<file path="config.mk">
export PLATFORM = sky130hd
export DESIGN_NAME = solid_harmonic_c_coefficient
export DESIGN_NICKNAME = d
export VERILOG_FILES = /design/src/rtl/core/shcc_pkg.sv /design/src/rtl/core/shcc_datapath.sv /design/src/rtl/core/solid_harmonic_c_coefficient.sv
export SDC_FILE = /design/constraint.sdc
export NUM_CORES = 2
export LEC_CHECK = 0
export BUFFER_PORTS_ARGS = -buffer_cell sky130_fd_sc_hd__buf_4
export CAP_MARGIN = 5
export CORE_UTILIZATION = 30
export DETAILED_ROUTE_END_ITERATION = 12
export PLACE_DENSITY = 0.4
export SLEW_MARGIN = 10
export SYNTH_ARGS = -nofsm -noshare
export SYNTH_HDL_FRONTEND = slang
export SYNTH_SLANG_ARGS = --single-unit
</file>
<file path="constraint.sdc">
create_clock -name clock -period 13.7 [get_ports clock]
set_clock_uncertainty 0.05 [all_clocks]
set_input_delay 1.37 -clock clock [delete_from_list [all_inputs] [get_ports clock]]
set_output_delay 1.37 -clock clock [all_outputs]
set_load 0.02 [all_outputs]
</file>
<file path="src/rtl/core/shcc_pkg.sv">
package shcc_pkg;

   // Field widths of the transactions.
   localparam int LWidth     = 4;
   localparam int MWidth     = 5;
   localparam int TWidth     = 4;
   localparam int UWidth     = 4;
   localparam int VWidth     = 3;
   localparam int MagWidth   = 54;
   localparam int ShiftWidth = 5;

   // Binomial table: n runs to 16 (|m| of minus sixteen), k is folded to at most 8.
   localparam int BinomRows  = 17;
   localparam int BinomCols  = 9;
   localparam int BinomWidth = 14;
   localparam int ArgWidth   = 5;
   localparam int ColWidth   = 4;
   localparam int ProdWidth  = 2 * BinomWidth;

   typedef logic [BinomWidth-1:0] binom_type;
   typedef binom_type [BinomRows-1:0][BinomCols-1:0] binom_table_type;

   // Pascal's triangle, built at elaboration.
   function automatic binom_table_type build_binom_table();
      binom_table_type tab;
      tab = '0;
      for (int n = 0; n < BinomRows; n++) begin
         tab[n][0] = binom_type'(1);
         for (int k = 1; k < BinomCols; k++) begin
            if (n > 0 && k <= n) begin
               tab[n][k] = tab[n-1][k-1] + tab[n-1][k];
            end
         end
      end
      return tab;
   endfunction

   localparam binom_table_type BinomTable = build_binom_table();

   // Micro-operations of the datapath.
   typedef enum logic [2:0] {
      OP_HOLD,
      OP_CLEAR_A,
      OP_LOAD_A,
      OP_MUL_A,
      OP_LOAD_B,
      OP_MUL_B,
      OP_MUL_AB,
      OP_DONE
   } op_type;

   // Operand pair fed to the binomial lookup.
   typedef enum logic [1:0] {
      SEL_L_T,
      SEL_DIAG,
      SEL_T_U,
      SEL_M_V
   } sel_type;

   typedef enum logic {
      JMP_NONE,
      JMP_BAD
   } jump_type;

   localparam int StepWidth = 3;
   typedef logic [StepWidth-1:0] step_type;

   localparam step_type StepFirst = 3'd0;
   localparam step_type StepDone  = 3'd6;

   // Control handed from the sequencer to the datapath.
   typedef struct packed {
      op_type  op;
      sel_type sel;
   } ctrl_type;

   typedef struct packed {
      ctrl_type ctrl;
      jump_type jmp;
      step_type target;
   } uword_type;

   // Microprogram: clear, four lookups folded into two partial products, final product.
   function automatic uword_type ucode_rom(input step_type step);
      uword_type w;
      unique case (step)
         3'd0:    w = '{ctrl: '{op: OP_CLEAR_A, sel: SEL_L_T}, jmp: JMP_BAD,  target: StepDone};
         3'd1:    w = '{ctrl: '{op: OP_LOAD_A,  sel: SEL_L_T}, jmp: JMP_NONE, target: StepFirst};
         3'd2:    w = '{ctrl: '{op: OP_MUL_A,   sel: SEL_DIAG}, jmp: JMP_NONE, target: StepFirst};
         3'd3:    w = '{ctrl: '{op: OP_LOAD_B,  sel: SEL_T_U}, jmp: JMP_NONE, target: StepFirst};
         3'd4:    w = '{ctrl: '{op: OP_MUL_B,   sel: SEL_M_V}, jmp: JMP_NONE, target: StepFirst};
         3'd5:    w = '{ctrl: '{op: OP_MUL_AB,  sel: SEL_L_T}, jmp: JMP_NONE, target: StepFirst};
         default: w = '{ctrl: '{op: OP_DONE,    sel: SEL_L_T}, jmp: JMP_NONE, target: StepFirst};
      endcase
      return w;
   endfunction

endpackage

</file>
<file path="src/rtl/core/shcc_datapath.sv">
module shcc_datapath
   import shcc_pkg::*;
(
   input  logic                     clock,
   input  logic                     load,
   input  logic [LWidth-1:0]        ang_l,
   input  logic signed [MWidth-1:0] order_m,
   input  logic [TWidth-1:0]        index_t,
   input  logic [UWidth-1:0]        index_u,
   input  logic [VWidth-1:0]        index_v,
   input  ctrl_type                 ctrl,
   output logic [MagWidth-1:0]      magnitude,
   output logic [ShiftWidth-1:0]    shift_count,
   output logic                     bad
);

   logic [LWidth-1:0]    l_ff, l_in;
   logic [TWidth-1:0]    t_ff, t_in;
   logic [UWidth-1:0]    u_ff, u_in;
   logic [VWidth-1:0]    v_ff, v_in;
   logic [MWidth-1:0]    absm_ff, absm_in;
   logic                 neg_ff, neg_in;
   logic                 bad_ff, bad_in;
   logic [MagWidth-1:0]  acc_a_ff, acc_a_in;
   logic [ProdWidth-1:0] acc_b_ff, acc_b_in;

   logic [ArgWidth-1:0]    n_sel, k_sel, n_minus_k, k_fold;
   binom_type              bin;
   logic [ProdWidth-1:0]   prod_a, prod_b;
   logic [2*ProdWidth-1:0] prod_ab;

   // Operand capture at the start of a transaction.
   always_comb begin
      if (load) begin
         l_in    = ang_l;
         t_in    = index_t;
         u_in    = index_u;
         v_in    = index_v;
         neg_in  = order_m[MWidth-1];
         absm_in = order_m[MWidth-1] ? (MWidth'(0) - $unsigned(order_m)) : $unsigned(order_m);
         bad_in  = index_t > ang_l;
      end else begin
         l_in    = l_ff;
         t_in    = t_ff;
         u_in    = u_ff;
         v_in    = v_ff;
         neg_in  = neg_ff;
         absm_in = absm_ff;
         bad_in  = bad_ff;
      end
   end

   // Operand pair for the binomial lookup.
   always_comb begin
      unique case (ctrl.sel)
         SEL_L_T: begin
            n_sel = ArgWidth'(l_ff);
            k_sel = ArgWidth'(t_ff);
         end
         SEL_DIAG: begin
            n_sel = ArgWidth'(l_ff) - ArgWidth'(t_ff);
            k_sel = absm_ff + ArgWidth'(t_ff);
         end
         SEL_T_U: begin
            n_sel = ArgWidth'(t_ff);
            k_sel = ArgWidth'(u_ff);
         end
         default: begin
            n_sel = absm_ff;
            k_sel = {1'b0, v_ff, neg_ff};
         end
      endcase
   end

   // Table lookup with symmetry folding; k above n gives zero.
   always_comb begin
      n_minus_k = n_sel - k_sel;
      k_fold    = (k_sel > n_minus_k) ? n_minus_k : k_sel;
      if (k_sel > n_sel) begin
         bin = '0;
      end else begin
         bin = BinomTable[n_sel][k_fold[ColWidth-1:0]];
      end
   end

   assign prod_a  = acc_a_ff[BinomWidth-1:0] * bin;
   assign prod_b  = acc_b_ff[BinomWidth-1:0] * bin;
   assign prod_ab = acc_a_ff[ProdWidth-1:0] * acc_b_ff;

   // Accumulator updates under microcode control.
   always_comb begin
      acc_a_in = acc_a_ff;
      acc_b_in = acc_b_ff;
      unique case (ctrl.op)
         OP_CLEAR_A: acc_a_in = '0;
         OP_LOAD_A:  acc_a_in = MagWidth'(bin);
         OP_MUL_A:   acc_a_in = MagWidth'(prod_a);
         OP_LOAD_B:  acc_b_in = ProdWidth'(bin);
         OP_MUL_B:   acc_b_in = prod_b;
         OP_MUL_AB:  acc_a_in = prod_ab[MagWidth-1:0];
         default: begin
            acc_a_in = acc_a_ff;
            acc_b_in = acc_b_ff;
         end
      endcase
   end

   always_ff @(posedge clock) begin
      l_ff     <= l_in;
      t_ff     <= t_in;
      u_ff     <= u_in;
      v_ff     <= v_in;
      neg_ff   <= neg_in;
      absm_ff  <= absm_in;
      bad_ff   <= bad_in;
      acc_a_ff <= acc_a_in;
      acc_b_ff <= acc_b_in;
   end

   assign magnitude   = acc_a_ff;
   assign shift_count = {t_ff, 1'b0};
   assign bad         = bad_ff;

endmodule

</file>
<file path="src/rtl/core/solid_harmonic_c_coefficient.sv">
// Channel   Direction  Handshake          Payload
// req_      in         req_valid/stall    ang_l, order_m, index_t, index_u, index_v
// rsp_      out        rsp_valid/stall    coeff_magnitude, shift_count, out_of_range
//
// A transaction runs a seven-step microprogram on one binomial table and three multipliers;
// the next request is taken only after it ends, and when t > l the clear step jumps to the final step.
// The step counter walks the program; the final step waits only if the result register
// is still held by a stalled consumer, so the next request is taken while a result waits.
// Synchronous reset empties the sequencer and the result register.
module solid_harmonic_c_coefficient
   import shcc_pkg::*;
(
   input  logic                     clock,
   input  logic                     reset,
   input  logic                     req_valid,
   output logic                     req_stall,
   input  logic [LWidth-1:0]        req_ang_l,
   input  logic signed [MWidth-1:0] req_order_m,
   input  logic [TWidth-1:0]        req_index_t,
   input  logic [UWidth-1:0]        req_index_u,
   input  logic [VWidth-1:0]        req_index_v,
   output logic                     rsp_valid,
   input  logic                     rsp_stall,
   output logic [MagWidth-1:0]      rsp_coeff_magnitude,
   output logic [ShiftWidth-1:0]    rsp_shift_count,
   output logic                     rsp_out_of_range
);

   logic      busy_ff, busy_in;
   step_type  pc_ff, pc_in;
   logic      rsp_valid_ff, rsp_valid_in;
   logic [MagWidth-1:0]   rsp_mag_ff, rsp_mag_in;
   logic [ShiftWidth-1:0] rsp_shift_ff, rsp_shift_in;
   logic                  rsp_bad_ff, rsp_bad_in;

   logic                  req_accept, out_free, finish;
   uword_type             uword;
   ctrl_type              ctrl;
   logic [MagWidth-1:0]   dp_mag;
   logic [ShiftWidth-1:0] dp_shift;
   logic                  dp_bad;

   assign req_accept = req_valid && !busy_ff;
   assign out_free   = !rsp_valid_ff || !rsp_stall;
   assign uword      = ucode_rom(pc_ff);
   assign finish     = busy_ff && (uword.ctrl.op == OP_DONE) && out_free;

   // Only a running program drives the datapath.
   always_comb begin
      if (busy_ff) begin
         ctrl = uword.ctrl;
      end else begin
         ctrl = '{op: OP_HOLD, sel: SEL_L_T};
      end
   end

   // Step counter with conditional jump.
   always_comb begin
      busy_in = busy_ff;
      pc_in   = pc_ff;
      if (req_accept) begin
         busy_in = 1'b1;
         pc_in   = StepFirst;
      end else if (finish) begin
         busy_in = 1'b0;
      end else if (busy_ff && uword.ctrl.op != OP_DONE) begin
         if (uword.jmp == JMP_BAD && dp_bad) begin
            pc_in = uword.target;
         end else begin
            pc_in = pc_ff + step_type'(1);
         end
      end
   end

   // Result register.
   always_comb begin
      rsp_valid_in = rsp_valid_ff && rsp_stall;
      rsp_mag_in   = rsp_mag_ff;
      rsp_shift_in = rsp_shift_ff;
      rsp_bad_in   = rsp_bad_ff;
      if (finish) begin
         rsp_valid_in = 1'b1;
         rsp_mag_in   = dp_mag;
         rsp_shift_in = dp_shift;
         rsp_bad_in   = dp_bad;
      end
   end

   always_ff @(posedge clock) begin
      if (reset) begin
         busy_ff      <= 1'b0;
         pc_ff        <= StepFirst;
         rsp_valid_ff <= 1'b0;
      end else begin
         busy_ff      <= busy_in;
         pc_ff        <= pc_in;
         rsp_valid_ff <= rsp_valid_in;
      end
   end

   always_ff @(posedge clock) begin
      rsp_mag_ff   <= rsp_mag_in;
      rsp_shift_ff <= rsp_shift_in;
      rsp_bad_ff   <= rsp_bad_in;
   end

   shcc_datapath u_datapath (
      .clock       (clock),
      .load        (req_accept),
      .ang_l       (req_ang_l),
      .order_m     (req_order_m),
      .index_t     (req_index_t),
      .index_u     (req_index_u),
      .index_v     (req_index_v),
      .ctrl        (ctrl),
      .magnitude   (dp_mag),
      .shift_count (dp_shift),
      .bad         (dp_bad)
   );

   assign req_stall           = busy_ff;
   assign rsp_valid           = rsp_valid_ff;
   assign rsp_coeff_magnitude = rsp_mag_ff;
   assign rsp_shift_count     = rsp_shift_ff;
   assign rsp_out_of_range    = rsp_bad_ff;

endmodule

</file>
==> results.txt <==
----------------------------------------------------
[Outcome]
  Run status ... finished clean

[Critical path]
  Cell with the largest stage delay on the worst path ... sky130_fd_sc_hd__o311ai_0
  Path type of the worst setup path ... reg2reg
  Biggest cell delay along the critical path ... 0.74 ns
  Worst Path Max Fanout ... 30
  Data arrival time of the critical path ... 13.24 ns
  CP required ... 13.99 ns
  Sort of element at the start of the critical path ... flop
  Worst path top cell family by delay ... adder cells
  Count of buffering cells on the critical path with inverters included ... 8
  Critical path capture point type ... flop

[Logic synthesis]
  Fraction of the mapped netlist area in simple logic gates ... 16.0%
  Cell type with the largest total area after synthesis ... sky130_fd_sc_hd__fa_1
  Top cells by area, synth ... sky130_fd_sc_hd__fa_1 (41%), sky130_fd_sc_hd__ha_1 (11%), sky130_fd_sc_hd__edfxtp_1 (10%), sky130_fd_sc_hd__inv_1 (8.8%), sky130_fd_sc_hd__nand2_1 (6.6%)
  Gate count after technology mapping ... 5166
  Area share of fa/ha/maj cells after synthesis ... 52.1%
  Share of synthesized area occupied by flip-flops and latches ... 10.6%
  Flip-flop cell with the highest count after synthesis ... sky130_fd_sc_hd__edfxtp_1
  Complex-gate fraction of the synthesized area ... 7.60%
  Share of the synthesized netlist area taken by xor and xnor gates ... 1.85%
  Fraction of synthesis flops using an asynchronous set or reset pin ... 0%
  Share of the synthesized area in the top cell type ... 40.9%
  Multiplexer share of the synthesized area ... 0.371%
  Count of cell types in the netlist ... 99
  Most instantiated library cell after synthesis ... sky130_fd_sc_hd__inv_1
  Post-Synthesis Cell Area ... 46900 µm²
  Yosys warns ... 0
  Seq cells post-synth ... 168
  Number of synthesized flops with an enable pin ... 163
  Average cell area after synthesis ... 9.08 µm²
  Largest family of logic cells by synthesized area ... adder cells
  List of most frequent post-synthesis cells ... sky130_fd_sc_hd__inv_1 (1101), sky130_fd_sc_hd__fa_1 (958), sky130_fd_sc_hd__nand2_1 (821)
  Post-Synthesis Net Count ... 6568

[STA]
  Final Hold Fails ... 0
  Post-route fraction of the period consumed by the critical path ... 94.6%
  Worst-case hold slack ... 0.371 ns
  Total count of max-transition violations in the final report ... 0
  Unrepaired setup endpoints after global routing ... false
  Setup total negative slack ... 0 ns
  Worst-case headroom to the max-slew limit ... 23.4%
  Worst Tran Pin Value ... 1.14 ns
  Final-report setup violation count ... 0
  Upper clock frequency limit ... 0.0772 GHz
  Final Critical Period ... 12.96 ns

[Clock tree]
  Number of buffers created by CTS ... 17
  CTS root buffer ... sky130_fd_sc_hd__clkbuf_16
  Clock latency of the later-clocked register in the worst-skew pair ... 0.58 ns
  CTS tree ... built
  CTS resizes ... 0
  Number of post-CTS setup repair buffers ... 0
  Number of buffers on the longest clock path ... 2
  Clock sink total ... 168
  CTS clock-pin slew for the worst setup and hold paths ... 0.11 ns
  Max H-tree Level ... 4
  Number of hold-repair buffers added at the cts stage ... 0

[Routing]
  Routed Wire Length ... 153000 µm
  First-pass iteration count of the detailed router ... 8
  Antenna Nets Post-Route ... 0
  Vias per std cell ... 4.86
  WL/cell ... 21.4 µm
  First-iteration detailed-routing DRC count ... 2097
  Overall via count from detail_route ... 34731
  DRC ... 0

[Place]
  Port buffer count ... 84
  Count of placed standard cells including taps ... 7113
  Global placer's final weighted congestion ... 0.827
  Detailed placement HPWL ... 119000 µm

[Finish]
  Post-layout net count ... 6491
  Non-filler cells in the finished layout ... 7148
  Layout area overhead ... 7.79%
  Filler Cell Count ... 16327
  Fraction of layout instances using a drive strength above 1 ... 5.92%

[Global routing]
  Largest net degree at the start of global routing ... 65
  Final global-route overflow total ... 0
  Global-route wire length before repair ... 239000 µm
  GRT Overall Usage ... 20.1%
  Via count of the first global-routing pass ... 38074
  Antenna violations before repair ... 10

[Floorplan]
  Die outline area ... 158000 µm²
  IO Count ... 86
  FP Rows ... 144
  Die boundary height ... 397 µm
  Width of the die ... 397 µm
  CORE AREA ... 155000 µm²
  Starting density of the core ... 30.3%

[Hold path]
  Hold crit path type ... reg2reg

[Job]
  Number of maximum-capacitance constraint violations ... 0

----------------------------------------------------
## path summary, 6_finish.rpt
path,from,endpoint,slack (ns),depth (start not counted)
setup / recovery,pc_ff[2],u_datapath.acc_b_ff[27],0.74,42
hold / removal,u_datapath.magnitude[50],rsp_coeff_magnitude[50],0.37,0
setup reg to reg,pc_ff[2],u_datapath.acc_b_ff[27],0.74,42
hold reg to reg,u_datapath.magnitude[50],rsp_coeff_magnitude[50],0.37,0
## placed cells by master, fill, tap and decap left out, types with 15 or more instances in the layout
master	instances
sky130_fd_sc_hd__nand3_1	103
sky130_fd_sc_hd__a21oi_1	115
sky130_fd_sc_hd__nand2_1	821
sky130_fd_sc_hd__edfxtp_1	163
sky130_fd_sc_hd__inv_1	1101
sky130_fd_sc_hd__fa_1	958
sky130_fd_sc_hd__nor2_1	110
sky130_fd_sc_hd__nor3_1	50
sky130_fd_sc_hd__o21bai_1	15
sky130_fd_sc_hd__xnor2_1	59
sky130_fd_sc_hd__buf_4	199
sky130_fd_sc_hd__and3_1	32
sky130_fd_sc_hd__and2_1	301
sky130_fd_sc_hd__ha_1	420
sky130_fd_sc_hd__nor2b_1	62
sky130_fd_sc_hd__a31oi_1	26
sky130_fd_sc_hd__o22ai_1	17
sky130_fd_sc_hd__o21a_1	15
sky130_fd_sc_hd__clkbuf_16	18
sky130_fd_sc_hd__xor2_1	40
sky130_fd_sc_hd__a21o_1	61
sky130_fd_sc_hd__o21ai_0	89
sky130_fd_sc_hd__o211ai_1	23
sky130_fd_sc_hd__nand2b_1	17
## registers in the layout (all words and copies together) (netlist names)
| register | flops |
|---|---|
| pc_ff | 3 |
| u_datapath.bad | 1 |
| u_datapath.absm_ff | 5 |
| u_datapath.l_ff | 4 |
| rsp_coeff_magnitude | 54 |
| u_datapath.magnitude | 54 |
| u_datapath.t_ff | 4 |
| rsp_valid | 1 |
| req_stall | 1 |
| u_datapath.v_ff | 3 |
| u_datapath.neg_ff | 1 |
| u_datapath.acc_b_ff | 28 |
| rsp_out_of_range | 1 |
| u_datapath.u_ff | 4 |
| rsp_shift_count | 4 |
## cell type report
| class | instances | area (µm²) | area share, % |
|---|---|---|---|
| clock buffers | 18 | 450 | 0.891 |
| well taps | 2044 | 2560 | 5.06 |
| clock inverters | 14 | 155 | 0.307 |
| diodes | 2 | 5.00 | 0.00990 |
| inverters | 1103 | 4140 | 8.19 |
| flip-flops and latches | 168 | 4990 | 9.88 |
| repair buffers | 203 | 1570 | 3.11 |
| multi-input cells | 3596 | 36700 | 72.6 |
## per-stage QoR
stage               instance area (µm²)  util [%]  setup slack, ns
CTS                               50500      32.7            0.805
detailed placement                49900      32.3            0.868
floorplan                         46900         -             2.28
global route                      50500      32.7            0.104
finish                            50600      32.7            0.744
global placement                  49900      32.3            0.981
## logic make-up (layout without fill, tap and decap cells)
| family | Yosys count | after routing |
|---|---|---|
| buf+inv | 1402 | 1338 |
| mux | 15 | 15 |
| xor+xnor | 99 | 99 |
| compound gates | 521 | 521 |
| flops | 168 | 168 |
| simple gates | 1582 | 1582 |
| fa+ha+maj | 1378 | 1378 |
| other cells | 1 | 3 |
## per-layer routing
layer / global-route usage (%) / part of all wire [%] / vias to the layer above
met5: 0 / 0.013 / -
met3: 2.57 / 4.2 / 128
li1: - / - / 15682
met4: 4.20 / 1.8 / 2
met2: 33.4 / 47 / 710
met1: 27.9 / 47 / 18209
Power is left out: the tool's default activity adds up to more than one toggle a clock period on the data nets, which glitch-free logic cannot reach.
